File: config.mk
export PLATFORM = sky130hd
export DESIGN_NAME = battery_voltage_to_percent
export DESIGN_NICKNAME = d
export VERILOG_FILES = /design/src/hw/rtl/bvp_pkg.sv /design/src/hw/rtl/bvp_front.sv /design/src/hw/rtl/bvp_cell.sv /design/src/hw/rtl/bvp_out.sv /design/src/hw/rtl/battery_voltage_to_percent.sv
export SDC_FILE = /design/constraint.sdc
export NUM_CORES = 1
export LEC_CHECK = 0
export ABC_CLOCK_PERIOD_IN_PS = 10300
export BUFFER_PORTS_ARGS = -buffer_cell sky130_fd_sc_hd__buf_2
export CAP_MARGIN = 20
export CORE_MARGIN = 2
export CORE_UTILIZATION = 58
export DETAILED_ROUTE_END_ITERATION = 12
export PLACE_DENSITY = 0.77
export SLEW_MARGIN = 0
export SYNTH_ARGS = -nofsm -noshare
export SYNTH_HDL_FRONTEND = slang
export SYNTH_SLANG_ARGS = --single-unit
File: constraint.sdc
create_clock -name clk -period 10.3 [get_ports clk]
set_clock_uncertainty 0.2 [all_clocks]
set_input_delay 0.515 -clock clk [delete_from_list [all_inputs] [get_ports clk]]
set_output_delay 0.515 -clock clk [all_outputs]
set_load 0.02 [all_outputs]
File: src/hw/rtl/bvp_pkg.sv
`timescale 1ns / 1ps

package bvp_pkg;

  // Curve size and field widths
  localparam int CURVE_POINTS = 11;
  localparam int SEGMENTS     = CURVE_POINTS - 1;
  localparam int ADC_W        = 12;
  localparam int RATIO_W      = 3;
  localparam int WIN_W        = 14;
  localparam int MV_W         = ADC_W + RATIO_W;
  localparam int PCT_W        = 7;
  localparam int REG_IDX_W    = 2;

  // Reciprocal scaling for the per-segment divide: q = (diff * K) >> RECIP_SHIFT
  localparam int RECIP_SHIFT  = 20;
  localparam int K_W          = 28;

  // LiPo discharge curve, highest voltage first
  localparam logic [MV_W-1:0] CURVE_MV [CURVE_POINTS] = '{
    15'd4200, 15'd4060, 15'd3980, 15'd3900, 15'd3830, 15'd3750,
    15'd3680, 15'd3600, 15'd3500, 15'd3350, 15'd3000
  };
  localparam logic [PCT_W-1:0] CURVE_PCT [CURVE_POINTS] = '{
    7'd100, 7'd90, 7'd80, 7'd70, 7'd60, 7'd50,
    7'd40, 7'd30, 7'd20, 7'd10, 7'd0
  };

  localparam logic [PCT_W-1:0] FULL_PCT = 7'd100;

  // Register reset values
  localparam logic [WIN_W-1:0]   VALID_MIN_RST = 14'd2700;
  localparam logic [WIN_W-1:0]   VALID_MAX_RST = 14'd4350;
  localparam logic [RATIO_W-1:0] RATIO_RST     = 3'd2;

  // Register indexes
  localparam logic [REG_IDX_W-1:0] REG_VALID_MIN = 2'd0;
  localparam logic [REG_IDX_W-1:0] REG_VALID_MAX = 2'd1;
  localparam logic [REG_IDX_W-1:0] REG_RATIO     = 2'd2;

  // Sample travelling down the cell chain
  typedef struct packed {
    logic             valid;
    logic             done;
    logic [MV_W-1:0]  mv;
    logic [PCT_W-1:0] level;
    logic             ext;
  } item_t;

  // Fixed constants of one curve segment
  typedef struct packed {
    logic [MV_W-1:0]  vlo;
    logic [PCT_W-1:0] plo;
    logic [K_W-1:0]   k;
  } seg_t;

endpackage

File: src/hw/rtl/bvp_front.sv
`timescale 1ns / 1ps

module bvp_front (
  input  logic                          clk,
  input  logic                          rst,
  input  logic                          adv,
  input  logic                          in_valid,
  input  logic [bvp_pkg::ADC_W-1:0]     adc_mv,
  input  logic                          read_ok,
  input  logic [bvp_pkg::WIN_W-1:0]     valid_min_mv,
  input  logic [bvp_pkg::WIN_W-1:0]     valid_max_mv,
  input  logic [bvp_pkg::RATIO_W-1:0]   divider_ratio,
  output bvp_pkg::item_t                item
);

  logic [bvp_pkg::MV_W-1:0]  mv;
  logic                      ext;
  logic                      above_top;
  logic                      below_bot;
  logic [bvp_pkg::PCT_W-1:0] level;

  // Scale to battery millivolts and classify against window and curve ends
  always_comb begin
    mv = bvp_pkg::MV_W'(adc_mv) * bvp_pkg::MV_W'(divider_ratio);
    ext = (mv < bvp_pkg::MV_W'(valid_min_mv)) || (mv > bvp_pkg::MV_W'(valid_max_mv));
    above_top = mv >= bvp_pkg::CURVE_MV[0];
    below_bot = mv <= bvp_pkg::CURVE_MV[bvp_pkg::CURVE_POINTS-1];
    if (ext || above_top) begin
      level = ext ? bvp_pkg::FULL_PCT : bvp_pkg::CURVE_PCT[0];
    end else begin
      level = bvp_pkg::CURVE_PCT[bvp_pkg::CURVE_POINTS-1];
    end
  end

  // Failed reads enter the chain as bubbles
  always_ff @(posedge clk) begin
    if (rst) begin
      item.valid <= 1'b0;
    end else if (adv) begin
      item.valid <= in_valid && read_ok;
    end
  end

  always_ff @(posedge clk) begin
    if (adv) begin
      item.done  <= ext || above_top || below_bot;
      item.mv    <= mv;
      item.level <= level;
      item.ext   <= ext;
    end
  end

endmodule

File: src/hw/rtl/bvp_cell.sv
`timescale 1ns / 1ps

module bvp_cell (
  input  logic            clk,
  input  logic            rst,
  input  logic            adv,
  input  bvp_pkg::seg_t   seg,
  input  bvp_pkg::item_t  in_item,
  output bvp_pkg::item_t  out_item
);

  localparam int PROD_W = bvp_pkg::MV_W + bvp_pkg::K_W;

  logic                      hit;
  logic [bvp_pkg::MV_W-1:0]  diff;
  logic [PROD_W-1:0]         prod;
  logic [bvp_pkg::PCT_W-1:0] quot;
  logic [bvp_pkg::PCT_W-1:0] level_next;

  // Interpolate inside this segment when the sample is not yet resolved
  always_comb begin
    hit  = !in_item.done && (in_item.mv >= seg.vlo);
    diff = in_item.mv - seg.vlo;
    prod = PROD_W'(diff) * PROD_W'(seg.k);
    quot = prod[bvp_pkg::RECIP_SHIFT +: bvp_pkg::PCT_W];
    level_next = hit ? (seg.plo + quot) : in_item.level;
  end

  always_ff @(posedge clk) begin
    if (rst) begin
      out_item.valid <= 1'b0;
    end else if (adv) begin
      out_item.valid <= in_item.valid;
    end
  end

  // Hand the sample to the next cell
  always_ff @(posedge clk) begin
    if (adv) begin
      out_item.done  <= in_item.done || hit;
      out_item.mv    <= in_item.mv;
      out_item.level <= level_next;
      out_item.ext   <= in_item.ext;
    end
  end

endmodule

File: src/hw/rtl/bvp_out.sv
`timescale 1ns / 1ps

module bvp_out (
  input  logic                      clk,
  input  logic                      rst,
  input  bvp_pkg::item_t            in_item,
  output logic                      adv,
  output logic                      out_valid,
  input  logic                      out_ready,
  output logic [bvp_pkg::PCT_W-1:0] out_level,
  output logic                      out_ext
);

  logic                      skid_full;
  logic [bvp_pkg::PCT_W-1:0] skid_level;
  logic                      skid_ext;
  logic                      load;

  // Chain moves whenever the skid slot is free
  assign adv  = !skid_full;
  assign load = adv && in_item.valid;

  always_ff @(posedge clk) begin
    if (rst) begin
      out_valid <= 1'b0;
      skid_full <= 1'b0;
    end else if (load) begin
      // Park the new result if the output transaction is stalled
      if (out_valid && !out_ready) begin
        skid_full <= 1'b1;
      end else begin
        out_valid <= 1'b1;
      end
    end else if (out_ready) begin
      // Drain the skid slot into the output register
      out_valid <= skid_full;
      skid_full <= 1'b0;
    end
  end

  always_ff @(posedge clk) begin
    if (load && out_valid && !out_ready) begin
      skid_level <= in_item.level;
      skid_ext   <= in_item.ext;
    end
    if (load && !(out_valid && !out_ready)) begin
      out_level <= in_item.level;
      out_ext   <= in_item.ext;
    end else if (!load && out_ready && skid_full) begin
      out_level <= skid_level;
      out_ext   <= skid_ext;
    end
  end

`ifndef ASSERT_OFF
  a_skid_needs_out: assert property (@(posedge clk) disable iff (rst)
    skid_full |-> out_valid)
    else $error("skid slot holds a result while output register is empty");

  a_level_range: assert property (@(posedge clk) disable iff (rst)
    out_valid |-> (out_level <= bvp_pkg::FULL_PCT))
    else $error("battery level above full scale");

  a_ext_full: assert property (@(posedge clk) disable iff (rst)
    (out_valid && out_ext) |-> (out_level == bvp_pkg::FULL_PCT))
    else $error("external power result not reported as full");

  a_skid_drain: assert property (@(posedge clk) disable iff (rst)
    (skid_full && out_ready) |=> (out_valid && !skid_full))
    else $error("skid slot did not drain on output transaction");
`endif

endmodule

File: src/hw/rtl/battery_voltage_to_percent.sv
`timescale 1ns / 1ps

// Battery voltage to charge percent. Each input transaction carries an ADC
// pin reading in millivolts (tdata) and a read-ok flag (tuser); the reading
// is multiplied by divider_ratio, checked against [valid_min_mv,
// valid_max_mv] (outside: 100 percent with external_power set) and otherwise
// interpolated on a fixed 11-point LiPo curve with truncation. A failed read
// produces no output transaction. The block takes one transaction per cycle
// while the skid slot is free; its stages are one input stage for scaling and
// window check, one cell per curve segment (10), and the output register. A
// two-entry output buffer (register plus skid slot) keeps s_axis_tready free
// of any combinational path from m_axis_tready. Write registers only while idle.
module battery_voltage_to_percent (
  input  logic                            clk,
  input  logic                            rst,
  // Configuration writes
  input  logic                            cfg_we,
  input  logic [bvp_pkg::REG_IDX_W-1:0]   cfg_addr,
  input  logic [bvp_pkg::WIN_W-1:0]       cfg_data,
  // Input stream
  input  logic                            s_axis_tvalid,
  output logic                            s_axis_tready,
  input  logic [15:0]                     s_axis_tdata,   // [11:0] adc_mv, [15:12] zero
  input  logic                            s_axis_tuser,   // [0] read_ok
  // Output stream
  output logic                            m_axis_tvalid,
  input  logic                            m_axis_tready,
  output logic [7:0]                      m_axis_tdata,   // [6:0] battery_level, [7] zero
  output logic                            m_axis_tuser    // [0] external_power
);

  logic [bvp_pkg::WIN_W-1:0]   valid_min_mv;
  logic [bvp_pkg::WIN_W-1:0]   valid_max_mv;
  logic [bvp_pkg::RATIO_W-1:0] divider_ratio;
  logic                        adv;
  logic [bvp_pkg::PCT_W-1:0]   out_level;
  bvp_pkg::item_t              items [bvp_pkg::SEGMENTS+1];

  // Register writes
  always_ff @(posedge clk) begin
    if (rst) begin
      valid_min_mv  <= bvp_pkg::VALID_MIN_RST;
      valid_max_mv  <= bvp_pkg::VALID_MAX_RST;
      divider_ratio <= bvp_pkg::RATIO_RST;
    end else if (cfg_we) begin
      case (cfg_addr)
        bvp_pkg::REG_VALID_MIN: valid_min_mv  <= cfg_data;
        bvp_pkg::REG_VALID_MAX: valid_max_mv  <= cfg_data;
        bvp_pkg::REG_RATIO:     divider_ratio <= cfg_data[bvp_pkg::RATIO_W-1:0];
        default: ;
      endcase
    end
  end

  assign s_axis_tready = adv;

  bvp_front u_front (
    .clk           (clk),
    .rst           (rst),
    .adv           (adv),
    .in_valid      (s_axis_tvalid),
    .adc_mv        (s_axis_tdata[bvp_pkg::ADC_W-1:0]),
    .read_ok       (s_axis_tuser),
    .valid_min_mv  (valid_min_mv),
    .valid_max_mv  (valid_max_mv),
    .divider_ratio (divider_ratio),
    .item          (items[0])
  );

  // One cell per curve segment, highest segment first
  for (genvar i = 0; i < bvp_pkg::SEGMENTS; i++) begin : g_cell
    localparam int unsigned SPAN =
      32'(bvp_pkg::CURVE_MV[i]) - 32'(bvp_pkg::CURVE_MV[i+1]);
    localparam int unsigned DP   =
      32'(bvp_pkg::CURVE_PCT[i]) - 32'(bvp_pkg::CURVE_PCT[i+1]);
    localparam int unsigned DIV  = (SPAN == 0) ? 1 : SPAN;
    localparam int unsigned K    =
      (SPAN == 0) ? 0 : ((DP << bvp_pkg::RECIP_SHIFT) + DIV - 1) / DIV;

    bvp_pkg::seg_t seg;

    assign seg.vlo = bvp_pkg::CURVE_MV[i+1];
    assign seg.plo = (SPAN == 0) ? bvp_pkg::CURVE_PCT[i] : bvp_pkg::CURVE_PCT[i+1];
    assign seg.k   = bvp_pkg::K_W'(K);

    bvp_cell u_cell (
      .clk      (clk),
      .rst      (rst),
      .adv      (adv),
      .seg      (seg),
      .in_item  (items[i]),
      .out_item (items[i+1])
    );
  end

  bvp_out u_out (
    .clk       (clk),
    .rst       (rst),
    .in_item   (items[bvp_pkg::SEGMENTS]),
    .adv       (adv),
    .out_valid (m_axis_tvalid),
    .out_ready (m_axis_tready),
    .out_level (out_level),
    .out_ext   (m_axis_tuser)
  );

  assign m_axis_tdata = {1'b0, out_level};

endmodule

### Word-level counts from Yosys, hierarchy flattened

Index checks and enable logic that the tools add are counted.

| cells by class | value |
|---|---|
| $add $sub $neg | 19 |
| $mul | 7 |
| $lt $le $gt $ge | 14 |
| eq/ne operators | 4 |
| mux-type cells | 21 |
| reductions and logical operators | 52 |

Operators with widths:

| kind | count |
|---|---|
| 15-bit by 12-bit >= comparator with 1-bit output (second input constant) | 10 |
| 7-bit two-way mux | 13 |
| 15-bit by 12-bit subtractor with 15-bit output (second input constant) | 6 |
| 15-bit by 18-bit multiplier with 27-bit output (second input constant) | 2 |
| 15-bit by 16-bit multiplier with 26-bit output (second input constant) | 2 |
| 10-bit subtractor (second input constant) | 4 |
| 15-bit by 17-bit multiplier with 27-bit output (second input constant) | 1 |
| 15-bit by 12-bit multiplier with 24-bit output (second input constant) | 1 |
| 6-bit by 7-bit adder with 7-bit output (first input constant) | 3 |
| 7-bit adder (first input constant) | 3 |
| 1-bit logical AND | 18 |
| 15-bit by 13-bit >= comparator with 1-bit output (second input constant) | 1 |
| 15-bit by 14-bit greater-than comparator with 1-bit output | 1 |
| 15-bit by 12-bit <= comparator with 1-bit output (second input constant) | 1 |
| 15-bit by 14-bit less-than comparator with 1-bit output | 1 |
| 12-bit by 3-bit multiplier with 15-bit output | 1 |
| 5-bit by 7-bit adder with 7-bit output (first input constant) | 2 |
| 1-bit logical NOT | 14 |
| 1-bit logical OR | 12 |
| 2-bit AND reduction | 5 |
| 1-bit two-way mux | 8 |
| 4-bit by 7-bit adder with 7-bit output (first input constant) | 1 |
| 2-bit inequality test (second input constant) | 2 |
| 2-bit nonzero test | 2 |
| 3 further kinds | 3 |

| storage, ports and cells | value |
|---|---|
| register bits after elaboration | 308 |
| input bits | 38 |
| output and inout port bits | 11 |
| word-level logic and storage cells | 179 |

### Longest topological paths before layout

| depth | value |
|---|---|
| depth in word-level cells | 7 |
| gate-level depth with buffers | 33 |
| mapped depth without buffers | 32 |

### Hierarchy

Synthesis repeated with hierarchy kept, for this count alone.

| unflattened totals | value |
|---|---|
| cells, all modules | 11600 |
| area total of the unflattened synthesis | 105875.3 µm² |

Modules (own cells, without submodules):

| module | instances | cells each | area each (µm²) | sequential area each (µm²) |
|---|---|---|---|---|
| bvp_cell (g_cell[3].u_cell ...) | 5 | 1116 | 10162.2 | 740.7 |
| bvp_cell (g_cell[0].u_cell ...) | 2 | 1109 | 10063.4 | 740.7 |
| bvp_cell (g_cell[9].u_cell) | 1 | 1138 | 10279.9 | 740.7 |
| bvp_cell (g_cell[2].u_cell) | 1 | 1122 | 10211.0 | 740.7 |
| bvp_cell (g_cell[8].u_cell) | 1 | 1071 | 9868.2 | 740.7 |
| bvp_front | 1 | 302 | 2587.5 | 560.5 |
| battery_voltage_to_percent | 1 | 132 | 1303.8 | 620.6 |
| bvp_out | 1 | 37 | 686.9 | 520.5 |

### Worst setup path before layout

OpenSTA, ideal clock, no wires.

| path | value |
|---|---|
| path kind | flip-flop to flip-flop |
| from | register g_cell[6].u_cell.out_item[10] (netlist bit) |
| to | register g_cell[7].u_cell.out_item[7] (netlist bit), data pin |
| library setup time | 265 ps |
| data arrival time | 7791 ps |
| required time | 9835 ps |
| path slack | 2044 ps |
| stages on the path, launching flop included | 34 |
| path buffers | 1 |
| period minus slack after synthesis | 8256 ps |
| cell sequence | edfxtp_1 > ha_1 > o21ai_0 > nand2b_1 > a31o_2 > nand3_1 > nand2_1 > xnor2_1 > ha_1 > fa_1 > inv_1 > fa_1 > inv_1 > fa_1 > fa_1 > inv_1 > fa_1 > inv_1 > ha_1 > nor3_1 > o21ai_1 > o221ai_1 > o21ai_1 > nor2b_1 > o21ai_0 > a221oi_1 > ha_1 > clkbuf_1 > or4_1 > a2111oi_0 > nor3_1 > o2111ai_1 > mux2i_1 > or3_1 |

| on the way | value |
|---|---|
| longest elaborated chain between the ends | 4 |
| elaborated cells on any way between the ends | 6 |
| classes of those cells | 2 x add/sub; 1 x mul; 1 x order compare; 1 x mux; 1 x reduce/logical |

RTL lines:

| what | RTL line | source |
|---|---|---|
| start, declared | bvp_cell.sv:9 | `output bvp_pkg::item_t out_item` |
| 15-bit by 12-bit subtractor with 15-bit output | bvp_cell.sv:23 | `diff = in_item.mv - seg.vlo;` |
| 15-bit by 16-bit multiplier with 26-bit output | bvp_cell.sv:24 | `prod = PROD_W'(diff) * PROD_W'(seg.k);` |
| 5-bit by 7-bit adder with 7-bit output | bvp_cell.sv:26 | `level_next = hit ? (seg.plo + quot) : in_item.level;` |
| 7-bit two-way mux (*) | bvp_cell.sv:26 |  |
| named net g_cell[7].u_cell.level_next (one bit) | bvp_cell.sv:18 | `logic [bvp_pkg::PCT_W-1:0] level_next;` |
| end, declared | bvp_cell.sv:9 |  |

The timed path passes the listed nets; every way through them passes the cells marked *.
A chain may end at the register's enable or synchronous reset.

### Final worst setup path

Same ends and word-level chain as after synthesis.

==> metrics <==
Clock Path Buffers 3; CTS Hold Bufs 7; clock-pin slew on the worst setup and hold paths around 0.06 ns; path depth of the worst reg2reg path 32; Num CTS Buffers 30; Slew headroom approximately 28%; post-cts resize count 0; Die ar. 52700 µm²; drt total wl roughly 59000 µm; worst-margin pin slew approximately 1.1 ns; post-synthesis average cell area 10.7 µm²; crit path max fanout 7; Synth top cells by count 557 x inv_1, 536 x ha_1, 258 x edfxtp_1, 244 x fa_1, 139 x nand2_1; Diodes inserted 0; Critical Path RT between 10 and 15 ns; TNS Setup 0 ns; EDFF count, synth about 260; Adder-Cell Fraction of Synth Area slightly below 40%; initial antenna violation count 0; crit share post-route 90.2%; # Max-Cap Violations 0; root buffer cell clkbuf_16; Hold Crit Depth 2; Seq cells post-synth 302; die width around 230 µm; Mapped Area 29500 µm²; post-synthesis xor/xnor area fraction around 5.2%; CORE AREA 50200 µm²; largest net degree at the start of global routing approximately 110; RSZ-0062 raised after global routing false; hold path startpoint cfg_data[9]; vias ~20000; WHS 0.0365 ns; post-synthesis sequential area ratio 29.2%; Worst Setup Start Kind flip-flop; CP max-delay cell fa_1; multi-input logic area ~19000 µm²; CP arrival about 9.4 ns; Crit Path Category flip-flop to flip-flop; CTS tree yes; Vert. Die Dim 230 µm; drt pass-1 iters 5; post-synthesis simple-gate area fraction between 8 and 9%; worst hold path class input pin to flip-flop; first-pass GRT wire length 100000 µm; worst skew pair latency 0.54 ns; Crit path top cell by count fa_1; Synth Flop Type edfxtp_1; Synth top area share roughly a quarter; ANT nets after route 0; max-slew violations 0; Final min period 9.29 ns; Layout Nets between 3000 and 4000; Post-CTS Setup Inserts 0; routed length per instance ~17 µm; grt ovf 0; Post-Syn Instances around 2800; Sink Count slightly above 300; H-Tree Depth 1; I/O pin count 49; Initial DRC Count between 1000 and 1500; synthesis-to-layout area growth 6.95%; Synthesized Nets 3585; Final Hold Viols 0; Synth Area in Compound Gates 8.43%; # DRC 0; Total GRT Usage a little under a quarter; Max Fclk approximately 110 MHz; DP HPWL between 40000 and 50000 µm; # fillers about 3900; outcome complete, no violations; Largest stage delay, worst path between 0.5 and 0.6 ns; Reg area about 8600 µm²; post-synthesis cell type count 83; synthesis warning total 0; FF-to-FF Start g_cell[6].u_cell.out_item[10]; Crit. Startpoint g_cell[6].u_cell.out_item[10]; Starting Density around three fifths; DR vias/cell around 5.6; largest family of logic cells by synthesized area adder cells; IO buf count 43; endpoints failing setup 0; Area contributors post-synth edfxtp_1 26%, ha_1 23%, fa_1 17%; top-count cell post-synth inv_1; ys async rst share 0%; mux contribution to synthesized area ~1.9%; row cnt slightly above 80; CP Capture Type flip-flop; Synth area leader edfxtp_1; vias in the first global route ~21000; layout cells sized above 1 5.45%; GPL Wtd Cong just over 0.9
## cell type report
type,count,share of cell area [%]
clock inverters,21,0.666
clock buffers,35,2.54
well taps,672,2.66
repair buffers,55,1.02
inverters,557,6.65
flip-flops and latches,302,27.3
multi-input cells,1873,59.1
## cell usage in the layout (no fill, tap or decap), types with 8 or more instances in the layout
cell and count:
clkbuf_16 31, o21ai_0 68, nor3_1 35, mux2i_1 20
nor2_1 117, o21bai_1 9, xnor2_1 110, edfxtp_1 258
mux2_2 33, or2_2 13, fa_1 244, nand3b_1 9
a2111oi_0 9, or4_1 8, buf_2 43, nor2b_1 22
nand4_1 16, nand2b_1 19, xor2_1 62, nand2_1 139
and2_1 20, nor4_1 8, and3_1 18, nand3_1 39
inv_1 556, a211o_1 23, o211ai_1 14, a21o_1 19
a211oi_1 13, or3_1 11, ha_1 536, a21oi_1 98
dfxtp_1 44, o21a_1 23, a31oi_1 17
## worst max-delay path: cells and delay by family, from the launching register on
family | cells | cell delay [ns]
and+or+nand+nor | 8 | 1.71
AOI/OAI and AO/OA | 9 | 2.35
muxes | 1 | 0.09
xor gates and xnor gates | 1 | 0.28
buffers and inverters | 4 | 0.27
adders and majority gates | 9 | 3.65
DFF | 1 | 0.48
## sequential cells by signal (all words and copies together), names as in the netlist, 3 cells and up
| signal | cells |
|---|---|
| divider_ratio | 3 |
| g_cell.u_cell.out_item | 234 |
| u_front.item | 19 |
| u_out.out_level | 7 |
| u_out.skid_level | 7 |
| valid_max_mv | 14 |
| valid_min_mv | 14 |
## path summary, 6_finish.rpt
check	endpoint	slack (ns)
setup reg to reg	g_cell[7].u_cell.out_item[7]	1.01
setup / recovery	g_cell[7].u_cell.out_item[7]	1.01
hold / removal	valid_min_mv[9]	0.04
hold reg to reg	g_cell[3].u_cell.out_item[0]	0.22
## metrics by stage
stage               util [%]  std cells  area (µm²)  worst slack, ns
floorplan                  -       2767       29500             2.04
CTS                     62.9       3514       31600             1.07
global placement        60.7       3451       30500             1.28
global route            62.9       3515       31600            0.399
detailed placement      60.7       3451       30500             1.11
finish                  62.9       3515       31600             1.01
## cell families after synthesis
logic type,after synthesis
adders and majority gates,780
buffers and inverters,592
and+or+nand+nor,499
AOI/OAI and AO/OA,367
DFF,302
xor gates and xnor gates,173
muxes,53
other,1
## routing by layer
| metal | global-route usage [%] | routed length [µm] |
|---|---|---|
| met5 | 0 | 0 |
| met4 | 6.25 | 1260 |
| met3 | 1.94 | 1680 |
| met2 | 42.1 | 30800 |
| met1 | 29.0 | 25000 |
Power is not shown: default switching activity piles up to over one toggle a cycle in this logic, so the estimate is an artifact.
